--- src/hw/rtl/ipc_pkg.sv ---
`timescale 1ns / 1ps

package ipc_pkg;

  // result classes
  typedef enum logic [3:0] {
    CLS_NULL      = 4'd0,
    CLS_TCP       = 4'd1,
    CLS_SYN       = 4'd2,
    CLS_ACK       = 4'd3,
    CLS_FTP       = 4'd4,
    CLS_UDP       = 4'd5,
    CLS_DNS       = 4'd6,
    CLS_MIP       = 4'd7,
    CLS_ICMP      = 4'd8,
    CLS_USER_HIGH = 4'd9,
    CLS_INVALID   = 4'd10
  } ipc_class_t;

  // configuration register indexes
  localparam logic [1:0] REG_PRIO_EN  = 2'd0;
  localparam logic [1:0] REG_FTP_PORT = 2'd1;
  localparam logic [1:0] REG_DNS_PORT = 2'd2;
  localparam logic [1:0] REG_MIP_PORT = 2'd3;

  // ip versions and transport protocol numbers
  localparam logic [3:0] IP_V4        = 4'd4;
  localparam logic [3:0] IP_V6        = 4'd6;
  localparam logic [7:0] PROTO_ICMP   = 8'd1;
  localparam logic [7:0] PROTO_TCP    = 8'd6;
  localparam logic [7:0] PROTO_UDP    = 8'd17;
  localparam logic [7:0] PROTO_ICMPV6 = 8'd58;

  // icmp message types
  localparam logic [7:0] ICMP_ECHO_REPLY   = 8'd0;
  localparam logic [7:0] ICMP_ECHO_REQUEST = 8'd8;
  localparam logic [7:0] ICMP6_ECHO_REQ    = 8'd128;
  localparam logic [7:0] ICMP6_ECHO_REPLY  = 8'd129;

  localparam logic [6:0]  IPV6_HDR_LEN = 7'd40;
  localparam logic [15:0] BYTE_CNT_MAX = 16'hFFFF;

  // per-packet captured header fields
  typedef struct packed {
    logic [15:0] byte_count;
    logic [3:0]  ip_version;
    logic [6:0]  ip_header_length;
    logic [16:0] ip_total_length;
    logic [7:0]  transport_protocol;
    logic [12:0] fragment_offset;
    logic [15:0] source_port;
    logic [15:0] destination_port;
    logic [7:0]  tcp_offset_byte;
    logic [7:0]  tcp_flags_byte;
    logic [15:0] udp_length;
    logic [7:0]  icmp_type;
  } ipc_pkt_t;

  // finished packet handed to the classifier
  typedef struct packed {
    ipc_pkt_t    pkt;
    logic [15:0] data_len;
    logic        high_pri;
  } ipc_snap_t;

  typedef struct packed {
    logic        prio_en;
    logic [15:0] ftp_port;
    logic [15:0] dns_port;
    logic [15:0] mip_port;
  } ipc_cfg_t;

endpackage

--- src/hw/rtl/ipc_capture.sv ---
`timescale 1ns / 1ps

module ipc_capture (
  input  logic              clk,
  input  logic              rst_n,
  input  logic              in_tvalid,
  output logic              in_tready,
  input  logic [7:0]        in_tdata,
  input  logic              in_tlast,
  input  logic              in_tuser,
  output logic              snap_valid,
  input  logic              snap_ready,
  output ipc_pkg::ipc_snap_t snap
);

  logic              in_valid_r, in_valid_nxt;
  logic [7:0]        byte_r;
  logic              last_r;
  logic              hp_r;
  ipc_pkg::ipc_pkt_t pkt_r, pkt_nxt, upd;
  logic [15:0]       pos;
  logic [15:0]       rel;
  logic [15:0]       cnt_inc;
  logic              adv;
  logic              in_acc;

  assign adv        = in_valid_r && (!last_r || snap_ready);
  assign in_tready  = !in_valid_r || adv;
  assign in_acc     = in_tvalid && in_tready;
  assign snap_valid = in_valid_r && last_r;

  always_comb begin
    upd     = pkt_r;
    pos     = pkt_r.byte_count;
    cnt_inc = (pos != ipc_pkg::BYTE_CNT_MAX) ? pos + 16'd1 : pos;
    if (pos == 16'd0) begin
      upd.ip_version = byte_r[7:4];
      if (byte_r[7:4] == ipc_pkg::IP_V4) begin
        upd.ip_header_length = {1'b0, byte_r[3:0], 2'b00};
      end else if (byte_r[7:4] == ipc_pkg::IP_V6) begin
        upd.ip_header_length = ipc_pkg::IPV6_HDR_LEN;
      end else begin
        upd.ip_header_length = 7'd0;
      end
    end
    if (upd.ip_version == ipc_pkg::IP_V4) begin
      if (pos == 16'd2) upd.ip_total_length = {1'b0, byte_r, 8'h00};
      if (pos == 16'd3) upd.ip_total_length = {1'b0, pkt_r.ip_total_length[15:8], byte_r};
      if (pos == 16'd9) upd.transport_protocol = byte_r;
    end else if (upd.ip_version == ipc_pkg::IP_V6) begin
      if (pos == 16'd4) upd.ip_total_length = {1'b0, byte_r, 8'h00};
      if (pos == 16'd5) begin
        upd.ip_total_length = {1'b0, pkt_r.ip_total_length[15:8], byte_r}
                              + {10'd0, ipc_pkg::IPV6_HDR_LEN};
      end
      if (pos == 16'd6) upd.transport_protocol = byte_r;
    end
    // fragment offset is read from bytes 6-7 whatever the version
    if (pos == 16'd6) upd.fragment_offset = {byte_r[4:0], pkt_r.fragment_offset[7:0]};
    if (pos == 16'd7) upd.fragment_offset = {pkt_r.fragment_offset[12:8], byte_r};
    rel = pos - {9'd0, upd.ip_header_length};
    if (pos >= {9'd0, upd.ip_header_length}) begin
      case (rel)
        16'd0: begin
          upd.source_port[15:8] = byte_r;
          upd.icmp_type         = byte_r;
        end
        16'd1:  upd.source_port[7:0]       = byte_r;
        16'd2:  upd.destination_port[15:8] = byte_r;
        16'd3:  upd.destination_port[7:0]  = byte_r;
        16'd4:  upd.udp_length[15:8]       = byte_r;
        16'd5:  upd.udp_length[7:0]        = byte_r;
        16'd12: upd.tcp_offset_byte        = byte_r;
        16'd13: upd.tcp_flags_byte         = byte_r;
        default: ;
      endcase
    end

    pkt_nxt = pkt_r;
    if (adv) begin
      if (last_r) begin
        pkt_nxt = '0;
      end else begin
        pkt_nxt            = upd;
        pkt_nxt.byte_count = cnt_inc;
      end
    end

    in_valid_nxt = (in_valid_r && !adv) || in_acc;

    snap.pkt      = upd;
    snap.data_len = cnt_inc;
    snap.high_pri = hp_r;
  end

  always_ff @(posedge clk) begin
    if (!rst_n) begin
      in_valid_r <= 1'b0;
      pkt_r      <= '0;
    end else begin
      in_valid_r <= in_valid_nxt;
      pkt_r      <= pkt_nxt;
    end
  end

  always_ff @(posedge clk) begin
    if (in_acc) begin
      byte_r <= in_tdata;
      last_r <= in_tlast;
      hp_r   <= in_tuser;
    end
  end

endmodule

--- src/hw/rtl/ipc_classify.sv ---
`timescale 1ns / 1ps

module ipc_classify (
  input  logic               clk,
  input  logic               rst_n,
  input  ipc_pkg::ipc_cfg_t  cfg,
  input  logic               snap_valid,
  output logic               snap_ready,
  input  ipc_pkg::ipc_snap_t snap,
  output logic               out_tvalid,
  input  logic               out_tready,
  output logic [23:0]        out_tdata
);

  logic                 cls_valid_r, cls_valid_nxt;
  ipc_pkg::ipc_snap_t   snap_r;
  logic                 out_valid_r, out_valid_nxt;
  ipc_pkg::ipc_class_t  class_r, class_nxt;
  logic [15:0]          trace_r;
  logic                 out_free;
  logic                 snap_acc;

  logic [16:0] dl, hl, tot, hl_thl, hl_20, hl_8, trace_full;
  logic [5:0]  thl;
  logic        hdr_bad, l4_ok;
  logic [7:0]  proto;

  assign out_free   = !out_valid_r || out_tready;
  assign snap_ready = !cls_valid_r || out_free;
  assign snap_acc   = snap_valid && snap_ready;

  always_comb begin
    dl     = {1'b0, snap_r.data_len};
    hl     = {10'd0, snap_r.pkt.ip_header_length};
    tot    = snap_r.pkt.ip_total_length;
    thl    = {snap_r.pkt.tcp_offset_byte[7:4], 2'b00};
    hl_thl = hl + {11'd0, thl};
    hl_20  = hl + 17'd20;
    hl_8   = hl + 17'd8;
    proto  = snap_r.pkt.transport_protocol;

    hdr_bad = (dl <= 17'd20)
           || ((snap_r.pkt.ip_version != ipc_pkg::IP_V4)
               && (snap_r.pkt.ip_version != ipc_pkg::IP_V6))
           || (dl < tot) || (tot < hl);

    l4_ok      = 1'b1;
    class_nxt  = ipc_pkg::CLS_NULL;
    trace_full = hl;

    if (proto == ipc_pkg::PROTO_TCP) begin
      l4_ok = (dl >= hl_20) && (dl >= hl_thl);
      if (tot == hl_thl) begin
        trace_full = tot;
        if (snap_r.pkt.tcp_flags_byte[1]) begin
          class_nxt = ipc_pkg::CLS_SYN;
        end else if (snap_r.pkt.tcp_flags_byte[4]) begin
          class_nxt = ipc_pkg::CLS_ACK;
        end else begin
          class_nxt = ipc_pkg::CLS_TCP;
        end
      end else begin
        class_nxt  = (snap_r.pkt.destination_port == cfg.ftp_port) ?
                     ipc_pkg::CLS_FTP : ipc_pkg::CLS_TCP;
        trace_full = ((snap_r.pkt.source_port == cfg.ftp_port)
                      || (snap_r.pkt.destination_port == cfg.ftp_port)) ? tot : hl_thl;
      end
    end else if (proto == ipc_pkg::PROTO_UDP) begin
      l4_ok = (dl >= hl_8) && (snap_r.pkt.udp_length >= 16'd8);
      if (snap_r.pkt.destination_port == cfg.dns_port) begin
        class_nxt = ipc_pkg::CLS_DNS;
      end else if (snap_r.pkt.destination_port == cfg.mip_port) begin
        class_nxt = ipc_pkg::CLS_MIP;
      end else begin
        class_nxt = ipc_pkg::CLS_UDP;
      end
      trace_full = ((snap_r.pkt.source_port == cfg.dns_port)
                    || (snap_r.pkt.destination_port == cfg.dns_port)) ? tot : hl_8;
    end else if (proto == ipc_pkg::PROTO_ICMP) begin
      l4_ok      = dl >= hl_8;
      class_nxt  = ((snap_r.pkt.fragment_offset == 13'd0)
                    && ((snap_r.pkt.icmp_type == ipc_pkg::ICMP_ECHO_REQUEST)
                        || (snap_r.pkt.icmp_type == ipc_pkg::ICMP_ECHO_REPLY))) ?
                   ipc_pkg::CLS_ICMP : ipc_pkg::CLS_NULL;
      trace_full = hl_8;
    end else if (proto == ipc_pkg::PROTO_ICMPV6) begin
      l4_ok      = dl >= hl_8;
      class_nxt  = ((snap_r.pkt.icmp_type == ipc_pkg::ICMP6_ECHO_REQ)
                    || (snap_r.pkt.icmp_type == ipc_pkg::ICMP6_ECHO_REPLY)) ?
                   ipc_pkg::CLS_ICMP : ipc_pkg::CLS_NULL;
      trace_full = hl_8;
    end

    if (!l4_ok) begin
      class_nxt  = ipc_pkg::CLS_INVALID;
      trace_full = 17'd0;
    end
    if (cfg.prio_en && snap_r.high_pri) begin
      class_nxt = ipc_pkg::CLS_USER_HIGH;
    end
    if (hdr_bad) begin
      class_nxt  = ipc_pkg::CLS_INVALID;
      trace_full = 17'd0;
    end

    cls_valid_nxt = (cls_valid_r && !out_free) || snap_acc;
    out_valid_nxt = (out_valid_r && !out_tready) || (cls_valid_r && out_free);
  end

  always_ff @(posedge clk) begin
    if (!rst_n) begin
      cls_valid_r <= 1'b0;
      out_valid_r <= 1'b0;
    end else begin
      cls_valid_r <= cls_valid_nxt;
      out_valid_r <= out_valid_nxt;
    end
  end

  always_ff @(posedge clk) begin
    if (snap_acc) begin
      snap_r <= snap;
    end
    if (cls_valid_r && out_free) begin
      class_r <= class_nxt;
      trace_r <= trace_full[15:0];
    end
  end

  assign out_tvalid = out_valid_r;
  assign out_tdata  = {4'd0, trace_r, class_r};

endmodule

--- src/hw/rtl/ip_packet_type_classifier.sv ---
`timescale 1ns / 1ps
// path: after its last byte transaction a packet's result passes the input, snapshot and output registers
// throughput: one packet byte per cycle while in_tready is high; each byte only updates captured header fields;
// two results can wait in the classifier and output registers, a further last byte holds input
// reset: synchronous, active low; clears captured fields, valid flags and restores
// the configuration registers to override off, ftp 21, dns 53, mobile ip 434

module ip_packet_type_classifier (
  input  logic        clk,
  input  logic        rst_n,
  // input stream of packet bytes
  input  logic        in_tvalid,
  output logic        in_tready,
  input  logic [7:0]  in_tdata,   // [7:0] packet_byte
  input  logic        in_tlast,   // last_byte
  input  logic        in_tuser,   // [0] high_priority
  // result stream, one transaction per packet
  output logic        out_tvalid,
  input  logic        out_tready,
  output logic [23:0] out_tdata,  // [3:0] packet_class, [19:4] trace_length, [23:20] zero
  // configuration write channel
  input  logic        cfg_valid,
  output logic        cfg_ready,
  input  logic [1:0]  cfg_index,
  input  logic [15:0] cfg_data
);

  ipc_pkg::ipc_cfg_t  cfg_r, cfg_nxt;
  ipc_pkg::ipc_snap_t snap;
  logic               snap_valid;
  logic               snap_ready;

  // writes are always taken
  assign cfg_ready = 1'b1;

  always_comb begin
    cfg_nxt = cfg_r;
    if (cfg_valid && cfg_ready) begin
      unique case (cfg_index)
        ipc_pkg::REG_PRIO_EN:  cfg_nxt.prio_en  = cfg_data[0];
        ipc_pkg::REG_FTP_PORT: cfg_nxt.ftp_port = cfg_data;
        ipc_pkg::REG_DNS_PORT: cfg_nxt.dns_port = cfg_data;
        ipc_pkg::REG_MIP_PORT: cfg_nxt.mip_port = cfg_data;
        default: ;
      endcase
    end
  end

  always_ff @(posedge clk) begin
    if (!rst_n) begin
      cfg_r.prio_en  <= 1'b0;
      cfg_r.ftp_port <= 16'd21;
      cfg_r.dns_port <= 16'd53;
      cfg_r.mip_port <= 16'd434;
    end else begin
      cfg_r <= cfg_nxt;
    end
  end

  // input register and per-packet field capture; hands over a snapshot at the last byte
  ipc_capture u_capture (
    .clk        (clk),
    .rst_n      (rst_n),
    .in_tvalid  (in_tvalid),
    .in_tready  (in_tready),
    .in_tdata   (in_tdata),
    .in_tlast   (in_tlast),
    .in_tuser   (in_tuser),
    .snap_valid (snap_valid),
    .snap_ready (snap_ready),
    .snap       (snap)
  );

  // snapshot register, class and trace length decision, output register
  ipc_classify u_classify (
    .clk        (clk),
    .rst_n      (rst_n),
    .cfg        (cfg_r),
    .snap_valid (snap_valid),
    .snap_ready (snap_ready),
    .snap       (snap),
    .out_tvalid (out_tvalid),
    .out_tready (out_tready),
    .out_tdata  (out_tdata)
  );

`ifndef SYNTHESIS
  // an invalid packet never carries a trace length
  a_invalid_zero_trace: assert property (@(posedge clk) disable iff (!rst_n)
    (out_tvalid && (out_tdata[3:0] == ipc_pkg::CLS_INVALID)) |-> (out_tdata[19:4] == 16'd0))
    else $error("invalid class with nonzero trace length");

  // user-high only appears while the override is enabled
  a_user_high_needs_enable: assert property (@(posedge clk) disable iff (!rst_n)
    (out_tvalid && (out_tdata[3:0] == ipc_pkg::CLS_USER_HIGH)) |-> cfg_r.prio_en)
    else $error("user-high class with override disabled");

  // a snapshot is only offered for a last byte, so no result can follow reset at once
  a_no_result_after_reset: assert property (@(posedge clk)
    !rst_n |=> !out_tvalid)
    else $error("result transaction right after reset");
`endif

endmodule

--- config.mk ---
export PLATFORM = sky130hd
export DESIGN_NAME = ip_packet_type_classifier
export DESIGN_NICKNAME = d
export VERILOG_FILES = /design/src/hw/rtl/ipc_pkg.sv /design/src/hw/rtl/ipc_capture.sv /design/src/hw/rtl/ipc_classify.sv /design/src/hw/rtl/ip_packet_type_classifier.sv
export SDC_FILE = /design/constraint.sdc
export NUM_CORES = 1
export LEC_CHECK = 0
export ABC_AREA = 1
export BUFFER_PORTS_ARGS = -buffer_cell sky130_fd_sc_hd__buf_4
export CELL_PAD_IN_SITES_DETAIL_PLACEMENT = 1
export CELL_PAD_IN_SITES_GLOBAL_PLACEMENT = 1
export CORE_AREA = 2 2 243 173
export CTS_CLUSTER_SIZE = 16
export DETAILED_ROUTE_END_ITERATION = 8
export DIE_AREA = 0 0 245 175
export GPL_ROUTABILITY_DRIVEN = 0
export GPL_TIMING_DRIVEN = 0
export HOLD_SLACK_MARGIN = 0.06
export PLACE_DENSITY = 0.81
export SLEW_MARGIN = 20
export SYNTH_ARGS = -nofsm -noshare
export SYNTH_HDL_FRONTEND = slang
export SYNTH_SLANG_ARGS = --single-unit
--- constraint.sdc ---
create_clock -name clk -period 4 [get_ports clk]
set_input_delay 0 -clock clk [delete_from_list [all_inputs] [get_ports clk]]
set_output_delay 0 -clock clk [all_outputs]
set_load 0.01 [all_outputs]
==> results.yml <==
outcome:
  status: "finished clean"
placement:
  placed_area_um2: 19200
  port-buffer-count: 54
  place_hpwl_um: 48900
  dp_cells: 2843
  post-place-ws_ns: -0.585
sta:
  drv_slew: 0
  worst_slew_pin_slew_ns: 1.03
  hold_violations: 0
  fin_ws_ns: 0.0108
  slew_headroom_pct: 31.2
  worst_clock_skew_ns: 0.0274
  setup_violations: 0
  period_needed_ns: 3.99
  min_period_over_period_pct: 99.7
  fmax_mhz: 251
floorplanning:
  coreArea_um2: 40600
  die_area_um2: 42900
  fp.dieW_um: 245
  row_count: 62
  fp.dieH_um: 175
  start_util_pct: 44.4
  ios: 60
grt:
  grt_pass1_vias: 17600
  grt.overflow.total: 0
  grt_pass1_wl_um: 102000
  grt_usage_pct: 30.9
  antenna_found_initial: 1
  grt_max_degree: 74
detailed_routing:
  avgViaCountPerCell: 5.82
  drt-initial-drc-count: 1496
  vias: 17300
  wirelength_um: 68000
  drc: 0
  wl_per_cell_um: 22.8
  ant_nets: 0
  dr.pass1.iters: 6
worst_setup_path:
  critPathMaxStageDelay_ns: 0.38
  startpoint_type: "flop"
  path_class: "flop to flop"
  critPathRequiredTime_ns: 4.48
  rrSetupSlack_ns: 0.01
  crit_fanout: 8
  critPathCaptureType: "flop"
  critPathArrivalTime_ns: 4.47
  crit_path_top_delay_cell: "dfxtp_4"
  crit_path_frequent_cell: "nand2_1"
final_layout:
  final_cell_mix: "nand2_1 (526), inv_1 (205), a21oi_1 (178)"
  final_util_pct: 52.6
  final_area_um2: 21400
  finalNonFillerCells: 2980
  areaGrowthSynthToFinish_pct: 18.5
  layout_commonest_cell: "nand2_1"
  fin_nets: 2502
  diodes: 0
  layout-drive-gt1-share_pct: 12.5
synth:
  synthCells: 2239
  muxShareOfSynthArea_pct: 0.722
  ys_ff_latch: 330
  yosysSeqAreaShare_pct: 45.2
  ys_types: 59
  synthAdderAreaFrac_pct: 4.25
  synth_flop_cell: "dfxtp_1"
  synthesis.area_um2: 18000
  synthArstFlopShare_pct: 0
  synth_edf_count: 154
  syn_area_per_cell_um2: 8.05
  synthSimpleGateAreaFrac_pct: 26.7
  synth_top_family_by_area: "simple AND/OR/NAND/NOR gates"
  synth-compound-area-share_pct: 11.5
  synth_xor_area_share_pct: 4.23
  yosysWarnings: 0
power_and_ir_drop:
  ir_worst_vdd_v: 0.000347
  power_mw: 7.80
  leakage_nw: 8.54
  powerDensity_nw_per_um2: 365
clock_network:
  clkTransAtPathRegs_ns: 0.07
  cts_buffers: 36
  cts_sinks: 330
  h-tree-depth: 2
  cts_root_buf: "clkbuf_16"
  clock_path_buffers: 3
  insertion_delay_ns: 0.56
  cts_tree: "built"
hold_path:
  holdCritPathClass: "input pin to flop"
job:
  cap_violations: 0
-- flip-flops by register name, indices dropped and copies added (netlist names) --
register	flops
u_classify.snap_r	76
u_capture.pos	16
u_capture.hp_r	1
u_classify.proto	8
u_capture.pkt_r	108
u_capture.last_r	1
u_classify.trace_r	16
u_classify.tot	17
u_capture.byte_r	8
u_classify.dl	16
u_classify.hl	7
u_capture.in_valid_r	1
u_classify.cls_valid_r	1
cfg_r	49
u_classify.out_tvalid	1
u_classify.class_r	4
-- power breakdown --
part | switching [mW] | leakage (nW) | total [mW] | internal (mW)
Sequential | 0.0726 | 2.91 | 3.66 | 3.59
Combinational | 0.554 | 5.08 | 0.835 | 0.281
Clock | 1.51 | 0.547 | 3.31 | 1.80
-- cells by family after synthesis --
logic type / after synthesis
fa+ha+maj: 60
mux: 13
simple gates: 1058
compound gates: 368
buf+inv: 321
other cells: 2
flops: 330
xor+xnor: 87
-- final cells by class --
type | instances | area (µm²)
Timing Repair Buffer | 130 | 1150
Inverter | 224 | 876
Tap cell | 544 | 681
Multi-Input combinational cell | 1591 | 8820
Sequential cell | 330 | 8170
Clock buffer | 46 | 958
Clock inverter | 19 | 166
Fill cell | 4901 | 19200
Buffer | 96 | 533
-- cell usage after synthesis, drive strengths merged (3+ instances only) --
master / n / share of area (%)
ha: 58 / 4.0
o21ai: 97 / 2.7
a21o: 3 / 0.12
clkinv: 8 / 0.17
nor2: 201 / 4.8
inv: 216 / 4.5
nand2: 550 / 12
o221ai: 5 / 0.24
mux2i: 13 / 0.72
o211ai: 13 / 0.54
a21oi: 183 / 5.1
xor2: 53 / 2.6
xnor2: 34 / 1.7
buf: 43 / 1.6
a211oi: 10 / 0.42
or4: 3 / 0.12
o41ai: 5 / 0.24
and2: 28 / 0.97
nand4: 83 / 2.9
edfxtp: 154 / 26
o31ai: 6 / 0.25
o22ai: 14 / 0.49
nor4: 23 / 0.83
dfxtp: 176 / 20
clkbuf: 54 / 1.1
a31oi: 4 / 0.14
o21a: 6 / 0.25
or2: 7 / 0.24
o21bai: 10 / 0.42
nand3: 120 / 3.9
a21boi: 3 / 0.12
nor3: 38 / 1.1
-- repair_timing --
| item | in CTS | in global routing |
|---|---|---|
| setup buffers | 10 | 24 |
| endpoints found under the setup margin | 132 | 156 |
| cloned | 0 | 2 |
| hold buffers | 37 | 0 |
| pin swaps | 8 | 20 |
| hold endpoints to repair | 63 | 0 |
| resized for setup | 38 | 57 |
-- routing by layer --
metal | track usage (%) | part of all wire (%) | vias to the layer above | routed length, µm
met5 | 0 | 0 | - | 0
met4 | 8.69 | 2.6 | 0 | 1770
met3 | 8.06 | 9.5 | 140 | 6470
met2 | 48.5 | 45 | 697 | 30500
met1 | 42.1 | 43 | 8624 | 29300
li1 | - | - | 7876 | -
-- worst max-delay path, delay by kind of cell (launching register included) --
family          cells  cell delay (ns)
buf+inv             8             0.97
simple gates       15             1.86
fa+ha+maj           2             0.49
compound gates      1             0.18
flops               1             0.38
-- path summary, 6_finish.rpt --
kind,from,to,depth (start not counted)
max,u_capture.pos[1]$_SDFFE_PN0P_,u_capture.pkt_r[68]$_SDFFE_PN0P_,26
min reg2reg,u_capture.hp_r$_DFFE_PP_,u_classify.snap_r[0]$_DFFE_PP_,0
max reg2reg,u_capture.pos[1]$_SDFFE_PN0P_,u_capture.pkt_r[68]$_SDFFE_PN0P_,26
min,in_tuser,u_capture.hp_r$_DFFE_PP_,2
-- per-stage QoR --
stage / hold slack, ns / TNS [ns]
after floorplan: 0.0989 / 0
after global placement: 0.178 / -110.94
after detailed placement: 0.179 / -53.84
after CTS: 0.154 / 0
after global routing: 0.165 / -0.858
final: 0.169 / 0
Note: power is estimated with default switching activity, not from simulation.
